`src/rtl/mcbd_pkg.sv`:
```
package mcbd_pkg;

  typedef enum logic [2:0] {
    OP_PASS  = 3'd0,
    OP_BAD   = 3'd1,
    OP_UTF8_2 = 3'd2,
    OP_UTF8_3 = 3'd3,
    OP_U16BE = 3'd4,
    OP_U16LE = 3'd5,
    OP_DBL   = 3'd6
  } op_e;

  typedef enum logic [1:0] {
    MODE_UTF8    = 2'd0,
    MODE_UTF16BE = 2'd1,
    MODE_UTF16LE = 2'd2,
    MODE_DBL     = 2'd3
  } mode_e;

  typedef enum logic {
    REG_MODE   = 1'b0,
    REG_STRIDE = 1'b1
  } reg_idx_e;

  typedef struct packed {
    op_e        op;
    logic [7:0] b0;
    logic [7:0] b1;
    logic [7:0] b2;
  } entry_t;

  typedef struct packed {
    logic full;
    logic empty;
  } q_status_t;

  localparam logic [1:0]  ModeReset   = 2'd0;
  localparam logic [7:0]  StrideReset = 8'd157;
  localparam logic [15:0] BadValue    = 16'hFFFE;
  localparam logic [7:0]  AsciiLimit  = 8'h80;
  localparam logic [7:0]  LeadALo     = 8'hA1;
  localparam logic [7:0]  LeadAHi     = 8'hC6;
  localparam logic [7:0]  LeadBLo     = 8'hC9;
  localparam logic [7:0]  LeadBHi     = 8'hF9;
  localparam logic [7:0]  RowBOffset  = 8'hA3;
  localparam logic [7:0]  TrailALo    = 8'h40;
  localparam logic [7:0]  TrailAHi    = 8'h7E;
  localparam logic [7:0]  TrailBLo    = 8'hA1;
  localparam logic [7:0]  TrailBHi    = 8'hFE;
  localparam logic [7:0]  TrailBOffset = 8'h62;

endpackage

```
`src/rtl/mcbd_in_if.sv`:
```
interface mcbd_in_if;
  logic       valid;
  logic       ready;
  logic [7:0] in_byte;

  modport source (output valid, output in_byte, input ready);
  modport sink   (input valid, input in_byte, output ready);
endinterface

```
`src/rtl/mcbd_out_if.sv`:
```
interface mcbd_out_if;
  logic        valid;
  logic        ready;
  logic [15:0] value;
  logic        kind;
  logic [1:0]  length;

  modport source (output valid, output value, output kind, output length, input ready);
  modport sink   (input valid, input value, input kind, input length, output ready);
endinterface

```
`src/rtl/mcbd_front.sv`:
```
module mcbd_front (
  input  logic                  clk_i,
  input  logic                  rst_ni,
  input  logic [1:0]            mode_i,
  input  logic                  mode_wr_i,
  mcbd_in_if.sink               in_s,
  input  mcbd_pkg::q_status_t   q_status_i,
  output logic                  push_o,
  output mcbd_pkg::entry_t      entry_o
);

  logic [1:0] held_q, held_d;
  logic [1:0] need_q, need_d;
  logic [7:0] first_q, first_d;
  logic [7:0] second_q, second_d;
  logic       start;
  logic       accept;
  logic       is_dbl_lead;
  logic [7:0] b;

  assign in_s.ready = !q_status_i.full;
  assign accept     = in_s.valid && in_s.ready;
  assign b          = in_s.in_byte;
  assign start      = (held_q == 2'd0) || (held_q >= need_q);
  assign is_dbl_lead = ((b >= mcbd_pkg::LeadALo) && (b <= mcbd_pkg::LeadAHi)) ||
                       ((b >= mcbd_pkg::LeadBLo) && (b <= mcbd_pkg::LeadBHi));

  always_comb begin
    held_d   = held_q;
    need_d   = need_q;
    first_d  = first_q;
    second_d = second_q;
    push_o   = 1'b0;
    entry_o.op = mcbd_pkg::OP_PASS;
    entry_o.b0 = start ? b : first_q;
    entry_o.b1 = second_q;
    entry_o.b2 = b;
    if (accept) begin
      if (start) begin
        first_d = b;
        held_d  = 2'd1;
        need_d  = 2'd2;
        unique case (mcbd_pkg::mode_e'(mode_i))
          mcbd_pkg::MODE_UTF8: begin
            if (b < mcbd_pkg::AsciiLimit) begin
              push_o = 1'b1;
              entry_o.op = mcbd_pkg::OP_PASS;
            end else if (b[5]) begin
              need_d = 2'd3;
            end
          end
          mcbd_pkg::MODE_DBL: begin
            if (b < mcbd_pkg::AsciiLimit) begin
              push_o = 1'b1;
              entry_o.op = mcbd_pkg::OP_PASS;
            end else if (!is_dbl_lead) begin
              push_o = 1'b1;
              entry_o.op = mcbd_pkg::OP_BAD;
            end
          end
          default: ;
        endcase
        if (push_o) begin
          held_d = 2'd0;
          need_d = 2'd0;
        end
      end else if (held_q == 2'd1 && need_q == 2'd3) begin
        second_d = b;
        held_d   = 2'd2;
      end else begin
        push_o = 1'b1;
        held_d = 2'd0;
        need_d = 2'd0;
        if (held_q == 2'd2) begin
          entry_o.op = mcbd_pkg::OP_UTF8_3;
        end else begin
          unique case (mcbd_pkg::mode_e'(mode_i))
            mcbd_pkg::MODE_UTF8:    entry_o.op = mcbd_pkg::OP_UTF8_2;
            mcbd_pkg::MODE_UTF16BE: entry_o.op = mcbd_pkg::OP_U16BE;
            mcbd_pkg::MODE_UTF16LE: entry_o.op = mcbd_pkg::OP_U16LE;
            default:                entry_o.op = mcbd_pkg::OP_DBL;
          endcase
        end
      end
    end
    if (mode_wr_i) begin
      held_d = 2'd0;
      need_d = 2'd0;
    end
  end

  always_ff @(posedge clk_i or negedge rst_ni) begin
    if (!rst_ni) begin
      held_q   <= 2'd0;
      need_q   <= 2'd0;
      first_q  <= 8'd0;
      second_q <= 8'd0;
    end else begin
      held_q   <= held_d;
      need_q   <= need_d;
      first_q  <= first_d;
      second_q <= second_d;
    end
  end

endmodule

```
`src/rtl/mcbd_queue.sv`:
```
module mcbd_queue (
  input  logic                clk_i,
  input  logic                rst_ni,
  input  logic                push_i,
  input  mcbd_pkg::entry_t    push_data_i,
  input  logic                pop_i,
  output mcbd_pkg::q_status_t status_o,
  output mcbd_pkg::entry_t    head_o
);

  mcbd_pkg::entry_t mem_q [2];
  logic       wr_q, wr_d;
  logic       rd_q, rd_d;
  logic [1:0] cnt_q, cnt_d;
  logic       do_push;
  logic       do_pop;

  assign status_o.full  = (cnt_q == 2'd2);
  assign status_o.empty = (cnt_q == 2'd0);
  assign do_push = push_i && !status_o.full;
  assign do_pop  = pop_i && !status_o.empty;
  assign head_o  = mem_q[rd_q];

  always_comb begin
    wr_d  = do_push ? ~wr_q : wr_q;
    rd_d  = do_pop ? ~rd_q : rd_q;
    cnt_d = cnt_q;
    if (do_push && !do_pop) begin
      cnt_d = cnt_q + 2'd1;
    end else if (do_pop && !do_push) begin
      cnt_d = cnt_q - 2'd1;
    end
  end

  always_ff @(posedge clk_i) begin
    if (do_push) begin
      mem_q[wr_q] <= push_data_i;
    end
  end

  always_ff @(posedge clk_i or negedge rst_ni) begin
    if (!rst_ni) begin
      wr_q  <= 1'b0;
      rd_q  <= 1'b0;
      cnt_q <= 2'd0;
    end else begin
      wr_q  <= wr_d;
      rd_q  <= rd_d;
      cnt_q <= cnt_d;
    end
  end

endmodule

```
`src/rtl/mcbd_back.sv`:
```
module mcbd_back (
  input  logic                clk_i,
  input  logic                rst_ni,
  input  logic [7:0]          stride_i,
  input  mcbd_pkg::q_status_t q_status_i,
  input  mcbd_pkg::entry_t    head_i,
  output logic                pop_o,
  mcbd_out_if.source          out_s
);

  logic        valid_q;
  logic [15:0] value_q, value_d;
  logic        kind_q, kind_d;
  logic [1:0]  len_q, len_d;
  logic [7:0]  row;
  logic [7:0]  col;
  logic [15:0] index;

  assign pop_o = !q_status_i.empty && (!valid_q || out_s.ready);

  always_comb begin
    row = (head_i.b0 <= mcbd_pkg::LeadAHi) ? head_i.b0 - mcbd_pkg::LeadALo
                                           : head_i.b0 - mcbd_pkg::RowBOffset;
    if (head_i.b2 >= mcbd_pkg::TrailALo && head_i.b2 <= mcbd_pkg::TrailAHi) begin
      col = head_i.b2 - mcbd_pkg::TrailALo;
    end else if (head_i.b2 >= mcbd_pkg::TrailBLo && head_i.b2 <= mcbd_pkg::TrailBHi) begin
      col = head_i.b2 - mcbd_pkg::TrailBOffset;
    end else begin
      col = 8'd0;
    end
    index = {8'd0, row} * {8'd0, stride_i} + {8'd0, col};
  end

  always_comb begin
    kind_d = 1'b0;
    len_d  = 2'd2;
    unique case (head_i.op)
      mcbd_pkg::OP_PASS: begin
        value_d = {8'd0, head_i.b2};
        len_d   = 2'd1;
      end
      mcbd_pkg::OP_BAD: begin
        value_d = mcbd_pkg::BadValue;
        len_d   = 2'd1;
      end
      mcbd_pkg::OP_UTF8_2:
        value_d = {5'd0, head_i.b0[4:2], head_i.b0[1:0], head_i.b2[5:0]};
      mcbd_pkg::OP_UTF8_3: begin
        value_d = {head_i.b0[3:0], head_i.b1[5:2], head_i.b1[1:0], head_i.b2[5:0]};
        len_d   = 2'd3;
      end
      mcbd_pkg::OP_U16BE: value_d = {head_i.b0, head_i.b2};
      mcbd_pkg::OP_U16LE: value_d = {head_i.b2, head_i.b0};
      mcbd_pkg::OP_DBL: begin
        value_d = index;
        kind_d  = 1'b1;
      end
      default: value_d = mcbd_pkg::BadValue;
    endcase
  end

  always_ff @(posedge clk_i or negedge rst_ni) begin
    if (!rst_ni) begin
      valid_q <= 1'b0;
    end else if (pop_o) begin
      valid_q <= 1'b1;
    end else if (out_s.ready) begin
      valid_q <= 1'b0;
    end
  end

  always_ff @(posedge clk_i) begin
    if (pop_o) begin
      value_q <= value_d;
      kind_q  <= kind_d;
      len_q   <= len_d;
    end
  end

  assign out_s.valid  = valid_q;
  assign out_s.value  = value_q;
  assign out_s.kind   = kind_q;
  assign out_s.length = len_q;

endmodule

```
`src/rtl/multi_charset_byte_decoder.sv`:
```
// Byte-stream decoder for UTF-8 (unvalidated), UTF-16BE/LE (no surrogates) and
// Big5 double-byte table indexes, selected by the mode register.
// One byte is accepted per cycle while the queue is not full. A front stage
// tracks the partial sequence and queues completed sequences in a two-entry
// queue; the back stage forms the value (one 8x8 multiply-add for table
// indexes) into the output register.
// Write config only while idle; a mode write drops any partial sequence.
module multi_charset_byte_decoder (
  input  logic       clk_i,
  input  logic       rst_ni,
  input  logic       cfg_we_i,
  input  logic       cfg_idx_i,
  input  logic [7:0] cfg_data_i,
  mcbd_in_if.sink    in_i,
  mcbd_out_if.source out_o
);

  logic [1:0]          mode_q;
  logic [7:0]          stride_q;
  logic                mode_wr;
  logic                push;
  logic                pop;
  mcbd_pkg::entry_t    push_entry;
  mcbd_pkg::entry_t    head;
  mcbd_pkg::q_status_t q_status;

  assign mode_wr = cfg_we_i && (mcbd_pkg::reg_idx_e'(cfg_idx_i) == mcbd_pkg::REG_MODE);

  always_ff @(posedge clk_i or negedge rst_ni) begin
    if (!rst_ni) begin
      mode_q   <= mcbd_pkg::ModeReset;
      stride_q <= mcbd_pkg::StrideReset;
    end else if (cfg_we_i) begin
      unique case (mcbd_pkg::reg_idx_e'(cfg_idx_i))
        mcbd_pkg::REG_MODE:   mode_q   <= cfg_data_i[1:0];
        mcbd_pkg::REG_STRIDE: stride_q <= cfg_data_i;
        default: ;
      endcase
    end
  end

  mcbd_front u_front (
    .clk_i      (clk_i),
    .rst_ni     (rst_ni),
    .mode_i     (mode_q),
    .mode_wr_i  (mode_wr),
    .in_s       (in_i),
    .q_status_i (q_status),
    .push_o     (push),
    .entry_o    (push_entry)
  );

  mcbd_queue u_queue (
    .clk_i       (clk_i),
    .rst_ni      (rst_ni),
    .push_i      (push),
    .push_data_i (push_entry),
    .pop_i       (pop),
    .status_o    (q_status),
    .head_o      (head)
  );

  mcbd_back u_back (
    .clk_i      (clk_i),
    .rst_ni     (rst_ni),
    .stride_i   (stride_q),
    .q_status_i (q_status),
    .head_i     (head),
    .pop_o      (pop),
    .out_s      (out_o)
  );

endmodule
```
`src/flat_wrapper.sv`:
```
// flat-port wrapper written by rule: the top's interface ports become plain ports
module multi_charset_byte_decoder_flat 
  (clk_i, rst_ni, cfg_we_i, cfg_idx_i, cfg_data_i, in_i_valid, in_i_in_byte, in_i_ready, out_o_valid, out_o_value, out_o_kind, out_o_length, out_o_ready);
  mcbd_in_if in_i_i ();
  mcbd_out_if out_o_i ();
  input  logic clk_i;
  input  logic rst_ni;
  input  logic cfg_we_i;
  input  logic cfg_idx_i;
  input  logic [7:0] cfg_data_i;
  input wire logic [$bits(in_i_i.valid)-1:0] in_i_valid;
  input wire logic [$bits(in_i_i.in_byte)-1:0] in_i_in_byte;
  output wire logic [$bits(in_i_i.ready)-1:0] in_i_ready;
  output wire logic [$bits(out_o_i.valid)-1:0] out_o_valid;
  output wire logic [$bits(out_o_i.value)-1:0] out_o_value;
  output wire logic [$bits(out_o_i.kind)-1:0] out_o_kind;
  output wire logic [$bits(out_o_i.length)-1:0] out_o_length;
  input wire logic [$bits(out_o_i.ready)-1:0] out_o_ready;
  assign in_i_i.valid = in_i_valid;
  assign in_i_i.in_byte = in_i_in_byte;
  assign in_i_ready = in_i_i.ready;
  assign out_o_valid = out_o_i.valid;
  assign out_o_value = out_o_i.value;
  assign out_o_kind = out_o_i.kind;
  assign out_o_length = out_o_i.length;
  assign out_o_i.ready = out_o_ready;
  multi_charset_byte_decoder u_core (.clk_i(clk_i), .rst_ni(rst_ni), .cfg_we_i(cfg_we_i), .cfg_idx_i(cfg_idx_i), .cfg_data_i(cfg_data_i), .in_i(in_i_i), .out_o(out_o_i));
endmodule
```
`config.mk`:
```
export PLATFORM = sky130hd
export DESIGN_NAME = multi_charset_byte_decoder_flat
export DESIGN_NICKNAME = d
export VERILOG_FILES = /design/src/rtl/mcbd_pkg.sv /design/src/rtl/mcbd_in_if.sv /design/src/rtl/mcbd_out_if.sv /design/src/rtl/mcbd_front.sv /design/src/rtl/mcbd_queue.sv /design/src/rtl/mcbd_back.sv /design/src/rtl/multi_charset_byte_decoder.sv /design/src/flat_wrapper.sv
export SDC_FILE = /design/constraint.sdc
export NUM_CORES = 1
export LEC_CHECK = 0
export BUFFER_PORTS_ARGS = -buffer_cell sky130_fd_sc_hd__buf_2
export CAP_MARGIN = 20
export CORE_MARGIN = 2
export CORE_UTILIZATION = 55
export CTS_CLUSTER_DIAMETER = 50
export DETAILED_ROUTE_END_ITERATION = 8
export PLACE_DENSITY = 0.69
export SETUP_SLACK_MARGIN = 0.05
export SYNTH_ARGS = -nofsm -noshare
export SYNTH_HDL_FRONTEND = slang
export SYNTH_HIERARCHICAL = 1
export SYNTH_SLANG_ARGS = --single-unit
```
`constraint.sdc`:
```
create_clock -name clk_i -period 8.7 [get_ports clk_i]
set_input_delay 0.435 -clock clk_i [delete_from_list [all_inputs] [get_ports clk_i]]
set_output_delay 0.435 -clock clk_i [all_outputs]
set_load 0.02 [all_outputs]
```
* Word level (Yosys, flattened, before mapping)
Memory sizes are Yosys's and may differ from the RTL's. Cells that the tools add are included.
Operators by class: add/subtract/negate cells 7, multiply operators 1, order comparisons 11, equal/unequal tests 14, multiplexer cells 43, bitwise operators 4, reduce and logical (&&, ||, !) cells 32
Operator list (count):
- $pmux 16 s6 | 1
- $le 8x8->1 const B | 4
- $mux 8 | 4
- $ge 8x8->1 const B | 3
- $mux 2 | 11
- $mux 1 | 20
- $add 16x8->16 | 1
- $mul 8x8->16 | 1
- $sub 8x7->8 const B | 2
- $sub 8x8->8 const B | 2
- $logic_and 1x1->1 | 12
- $mux 3 | 4
- $eq 2x2->1 const B | 5
- $eq 3x3->1 const B | 3
- $pmux 3 s3 | 1
- $ge 8x7->1 const B | 1
- $le 8x7->1 const B | 1
- $lt 8x8->1 const B | 1
- $eq 3x2->1 const B | 2
- $logic_not 2->1 | 3
- $reduce_and 2->1 | 3
- $reduce_bool 2->1 | 3
- $logic_not 1->1 | 5
- $eq 2x1->1 const B | 2
- other kinds (12) | 17
Word-level totals: flip-flop bits (word level) 54, memory bits (writable) 54, output and inout bits 21, word-level logic and storage cells 126, memories 1
Memories:
- u_core.u_queue.mem_q | words 2, bits a word 27, rd ports 1, clocked after Yosys merged registers in 0, wr ports 1, RTL line mcbd_queue.sv:11 | mcbd_pkg::entry_t mem_q [2];

* Longest topological paths before layout
Gate-level depths: netlist of the first run.
word-level depth 15, gate-level depth with buffers 27, mapped depth without buffers 24

* Hierarchy
The synthesis of the first run kept the hierarchy.
Modules (own cells, without submodules):
- mcbd_back | instances 1, cells an instance 466, area an instance 3945.0 sq um
- mcbd_queue | instances 1, cells an instance 103, area an instance 2244.7 sq um
- mcbd_front | instances 1, cells an instance 104, area an instance 1223.7 sq um
- multi_charset_byte_decoder | instances 1, cells an instance 23, area an instance 385.4 sq um

* Worst setup path after synthesis of the first run
Ideal clock, no wire load.
kind register to register, start reg u_core.u_queue.rd_q, end reg u_core.u_back.value_q[12], in the netlist u_core/u_back/out_s.value[12], data pin, setup time 0.270 ns, arrival 5.897 ns, data required time 8.430 ns, slack 2.532 ns, stages on the path, launching flop included 24, buffers on the path 3, clock period less this slack 6.168 ns, cell sequence dfrtp_1 > buf_6 > buf_12 > mux2_4 > clkbuf_1 > nand3_1 > nand2_1 > nand3_1 > fa_1 > o41ai_1 > xor2_1 > and2_1 > fa_1 > fa_1 > fa_1 > inv_1 > fa_1 > inv_1 > ha_1 > a21oi_1 > o211ai_1 > a21boi_0 > xor2_1 > o22ai_1
RTL lines:
- start, declared | RTL line mcbd_queue.sv:13 | logic rd_q, rd_d;
- start signal, assigned | RTL line mcbd_queue.sv:48 | rd_q <= rd_d;
- end signal, assigned | RTL line mcbd_back.sv:74 | value_q <= value_d;
- end, declared | RTL line mcbd_back.sv:12 | logic [15:0] value_q, value_d;

==> results of run 1 <==
## registers in the layout, summed over array words and instances (netlist names)
name	flops
u_core/stride_q	8
u_core/u_queue/cnt_q	2
u_core/u_queue/rd_q	1
u_core/mode_q	2
u_core/u_back/out_s.length	2
u_core/u_front/held_q	2
u_core/u_front/second_q	6
u_core/u_front/first_q	8
u_core/u_back/out_s.kind	1
u_core/u_back/out_s.value	16
u_core/u_queue/mem_q	50
u_core/u_back/out_s.valid	1
u_core/u_queue/wr_q	1
u_core/u_front/need_q	2
## per-stage QoR
step	worst slack, ns	cells	area, um^2	util (%)
2_1_floorplan	2.54	686	7580	-
3_3_place_gp	1.73	878	7830	58.7
3_5_place_dp	1.53	879	7850	58.8
4_1_cts	1.50	895	8130	60.9
5_1_grt	1.08	896	8160	61.1
6_report	1.44	896	8160	61.1
## worst min path at each step
stage                                     startpoint                          end  slack [ns]  cells after the start
after global placement    u_core/u_front/second_q[2]  u_core/u_queue/mem_q[0][10]        0.45                      0
after detailed placement  u_core/u_front/second_q[5]  u_core/u_queue/mem_q[0][13]        0.46                      0
after CTS                                     rst_ni             u_core/mode_q[1]        0.15                      1
final                                         rst_ni             u_core/mode_q[1]        0.14                      1
after floorplan                               rst_ni             u_core/mode_q[0]        0.14                      0
after global routing                          rst_ni             u_core/mode_q[1]        0.21                      1
## cell usage in the layout (no fill, tap or decap), drive strengths merged, types with 3 or more instances in the layout
cell type / count
a211oi: 5
a21oi: 36
a22oi: 6
and2: 30
buf: 46
clkbuf: 9
dfrtp: 28
dfstp: 5
edfxtp: 69
fa: 45
ha: 51
inv: 94
mux2: 60
mux2i: 3
nand2: 58
nand2b: 12
nand3: 6
nand4: 5
nor2: 21
nor2b: 12
nor3: 9
o211ai: 5
o21ai: 32
o221ai: 5
o22ai: 11
or3: 3
xnor2: 8
xor2: 13
## final cells by class
type	instances	area, um^2	share of cell area (%)
timing repair buffer	46	268	3.28
inverter	89	334	4.09
tap	176	220	2.70
sequential	102	2900	35.6
clock buffer	9	225	2.76
clock inverter	7	61.3	0.751
multi-input combinational	467	4150	50.8
## metal layers
metal / part of all wire (%) / vias up / global-route usage (%)
met5: 0 / - / 0
met4: 2.4 / 0 / 8.05
met3: 5.3 / 26 / 4.46
met2: 48 / 166 / 37.5
met1: 44 / 2495 / 30.0
li1: - / 2426 / -
## worst max-delay path, stage by stage, from the launching register on
cell	delay [ns]
dfrtp_1	0.76
buf_4	0.36
mux2_2	0.35
nand3_1	0.13
nand2_1	0.09
nand3_1	0.13
fa_1	0.45
o41ai_1	0.44
xor2_1	0.54
and2_1	0.25
fa_1	0.45
fa_1	0.47
fa_1	0.55
inv_1	0.05
fa_1	0.52
inv_1	0.04
ha_1	0.34
a21oi_1	0.26
o211ai_1	0.19
a21boi_0	0.30
xor2_1	0.19
o22ai_1	0.10
==> run_results.csv, run 1 <==
group,metric,value,unit
die,core,13300,um^2
timing,drv_slew,0,
timing,rsz0062_at_grt,"no",
die,die_w,121,um
grt,track_usage,22.7,%
critical_path,end_kind,"register",
outcome,outcome,"finished clean",
flow_run,cap_viol_max_count,0,
critical_path,crit_start,"u_core/u_queue/rd_q",
layout,nets,833,
timing,worst_hold_slack,0.139,ns
synthesis,ys_warn_count,6,
grt,antenna_found_initial,0,
grt,grt_pass1_wl,25500,um
synthesis,synth_area_per_cell,11.0,um^2
detailed_routing,routedWlPerCell,17.7,um
die,rows,42,
clocking,post_cts_resized,0,
timing,hold_viol,0,
clocking,numCtsBuffers,9,
grt,grt_max_degree,34,
clocking,clkLatencyLatePin,0.36,ns
synthesis,syn_area,7580,um^2
layout,nFillCells,1140,
clocking,clkSlewWorstSetupHoldPaths,0.07,ns
clocking,cts.sinks,102,
clocking,cts_buffer_depth,2,
detailed_routing,drt-total-wl,15900,um
synthesis,synthCells,686,
timing,setup_viol,0,
clocking,cts_hold_buf,0,
critical_path,crit_path_start_kind,"register",
layout,area.growth.synth_to_final,7.70,%
grt,grt.overflow.total,0,
critical_path,crit_type,"register to register",
timing,finalCritPeriodShare,83.4,%
placement,port_buffers,42,
critical_path,crit_required,8.78,ns
clocking,post_cts_buffers,0,
detailed_routing,via_per_inst,5.71,
synthesis,synth_nets,804,
clocking,ctsHtreeMaxLevel,3,
clocking,root_buffer,"clkbuf_16",
critical_path,regToRegStartpoint,"u_core/u_queue/rd_q",
die,die_h,121,um
detailed_routing,ant_nets,0,
layout,drive_gt1_share,20.1,%
timing,setup_tns,0,ns
die,die_area,14700,um^2
critical_path,r2r_cells,21,
timing,slew_headroom,48.3,%
critical_path,crit_arrival,7.34,ns
critical_path,rrSetupSlack,1.44,ns
detailed_routing,drtPass1Iterations,5,
die,initial_core_util,56.8,%
layout,antenna_cells,0,
placement,place_hpwl,12200,um
timing,clock.fmax,138,MHz
timing,skew,0.0104,ns
timing,worst_pin_slew,0.770,ns
detailed_routing,via_count,5113,
grt,grt_pass1_vias,5092,
critical_path,r2r-end,"u_core/u_back/out_s.value[12]",
clocking,tritoncts,"yes",
detailed_routing,dr.first_iter.drc_count,382,
placement,gp_congestion,0.884,
detailed_routing,drcViolationCount,0,
critical_path,cp-endpoint,"u_core/u_back/out_s.value[12]",
timing,period_needed,7.26,ns
die,ios,43,
hold_path,hold_path_class,"input port to asynchronous set/reset pin",
critical_path,path_max_fanout,14,
Power of run 1 is left out: the tool's default activity adds up to more than one toggle a clock period on the data nets, which glitch-free logic cannot reach.
==> inputs of run 2 (changes only) <==
Clock period 8.7 ns to 7.3 ns, I/O delays scaled along.
==> run_results.csv, run 2 (synthesis gave the netlist of run 1 again) <==
group,metric,value,unit
critical_path,crit_path_start_kind,"register",
grt,grt_pass1_vias,5203,
outcome,outcome,"finished clean",
detailed_routing,dr.first_iter.drc_count,357,
timing,worst_pin_slew,0.773,ns
layout,antenna_cells,0,
layout,area.growth.synth_to_final,7.73,%
critical_path,r2r-end,"u_core/u_back/out_s.value[10]",
clocking,clkSlewWorstSetupHoldPaths,0.07,ns
hold_path,hold_path_class,"input port to asynchronous set/reset pin",
clocking,numCtsBuffers,9,
clocking,cts_hold_buf,0,
layout,final_common_cell,"inv_1",
die,ios,43,
clocking,cts.sinks,102,
clocking,ctsHtreeMaxLevel,3,
critical_path,crit_arrival,6.83,ns
timing,drv_slew,0,
placement,port_buffers,42,
grt,grt_pass1_wl,26000,um
die,initial_core_util,56.8,%
timing,clock.fmax,148,MHz
timing,hold_viol,0,
die,rows,42,
critical_path,rrSetupSlack,0.54,ns
timing,setup_tns,0,ns
critical_path,path_max_fanout,10,
layout,nets,834,
grt,track_usage,23.3,%
detailed_routing,via_per_inst,5.72,
critical_path,r2r_cells,22,
clocking,root_buffer,"clkbuf_16",
critical_path,crit_type,"register to register",
clocking,tritoncts,"yes",
die,die_w,121,um
timing,skew,0.00860,ns
layout,largest_reg_flops,50,
die,core,13300,um^2
clocking,clkLatencyLatePin,0.36,ns
detailed_routing,ant_nets,0,
die,die_h,121,um
critical_path,regToRegStartpoint,"u_core/u_queue/rd_q",
timing,setup_viol,0,
timing,period_needed,6.76,ns
detailed_routing,via_count,5129,
die,die_area,14700,um^2
clocking,post_cts_buffers,0,
timing,rsz0062_at_grt,"no",
clocking,post_cts_resized,0,
critical_path,crit_required,7.37,ns
timing,slew_headroom,48.4,%
layout,mostFrequentLayoutCells,"89 x inv_1, 69 x edfxtp_1, 57 x nand2_1",
detailed_routing,drcViolationCount,0,
grt,grt.overflow.total,0,
flow_run,cap_viol_max_count,0,
grt,grt_max_degree,34,
layout,regMostFlops,"u_core/u_queue/mem_q",
detailed_routing,drtPass1Iterations,5,
critical_path,end_kind,"register",
placement,place_hpwl,12300,um
placement,gp_congestion,0.899,
clocking,cts_buffer_depth,2,
detailed_routing,routedWlPerCell,18.0,um
layout,drive_gt1_share,20.1,%
detailed_routing,drt-total-wl,16100,um
timing,finalCritPeriodShare,92.6,%
grt,antenna_found_initial,0,
run 2: cell count changes in the layout (fill, tap and decap cells not counted), sizes merged:
cell and delta:
buf +1, clkinv +2, inv -2
run 2: through the flow:
stage                     utilization, %  worst slack [ns]  instance area (um^2)  instances  hold WS (ns)
after floorplan                        -              1.14                  7580        686        0.0694
after global placement              58.7             0.877                  7840        879         0.442
after detailed placement            58.9             0.637                  7870        880         0.460
after CTS                           61.0             0.612                  8150        896         0.100
after global routing                61.1             0.192                  8160        897         0.132
final                               61.1             0.538                  8160        897        0.0805
run 2: metal layers:
layer / GRT usage (%) / vias to the layer above / share of wire [%]
met2: 37.7 / 187 / 48
met1: 30.2 / 2486 / 43
met3: 5.50 / 38 / 5.6
met5: 0 / - / 0
li1: - / 2418 / -
met4: 9.77 / 0 / 3.4
run 2: worst max-delay path by stage:
stage,end,from,depth (start not counted)
final,u_core/u_back/out_s.value[10],u_core/u_queue/rd_q,22
after global placement,u_core/u_back/out_s.value[10],u_core/u_queue/rd_q,22
after CTS,u_core/u_back/out_s.value[10],u_core/u_queue/rd_q,22
after detailed placement,u_core/u_back/out_s.value[10],u_core/u_queue/rd_q,22
after floorplan,u_core/u_back/out_s.value[12],u_core/u_queue/rd_q,23
after global routing,u_core/u_back/out_s.value[10],u_core/u_queue/rd_q,22
run 2: final cells by class:
class / count / area, um^2
Clock buffer: 9 / 225
Clock inverter: 7 / 56.3
Fill cell: 1119 / 5190
Inverter: 89 / 334
Multi-Input combinational cell: 467 / 4150
Sequential cell: 102 / 2900
Tap cell: 176 / 220
Timing Repair Buffer: 47 / 275
run 2: critical path: stages, from the launching register on:
cell and delay [ns]:
dfrtp_1 0.56, buf_4 0.28, mux2_4 0.23, nor3_1 0.06, nand2_1 0.07, nand3_1 0.12, fa_1 0.45, o41ai_1 0.49
xor2_1 0.51, nand2_1 0.16, fa_1 0.55, inv_1 0.05, fa_1 0.51, inv_1 0.05, fa_1 0.46, fa_1 0.54
inv_1 0.04, ha_1 0.34, o211ai_1 0.13, o211ai_1 0.26, nand2_1 0.10, xor2_1 0.30, o221ai_1 0.20
Power of run 2 is left out for the same reason.
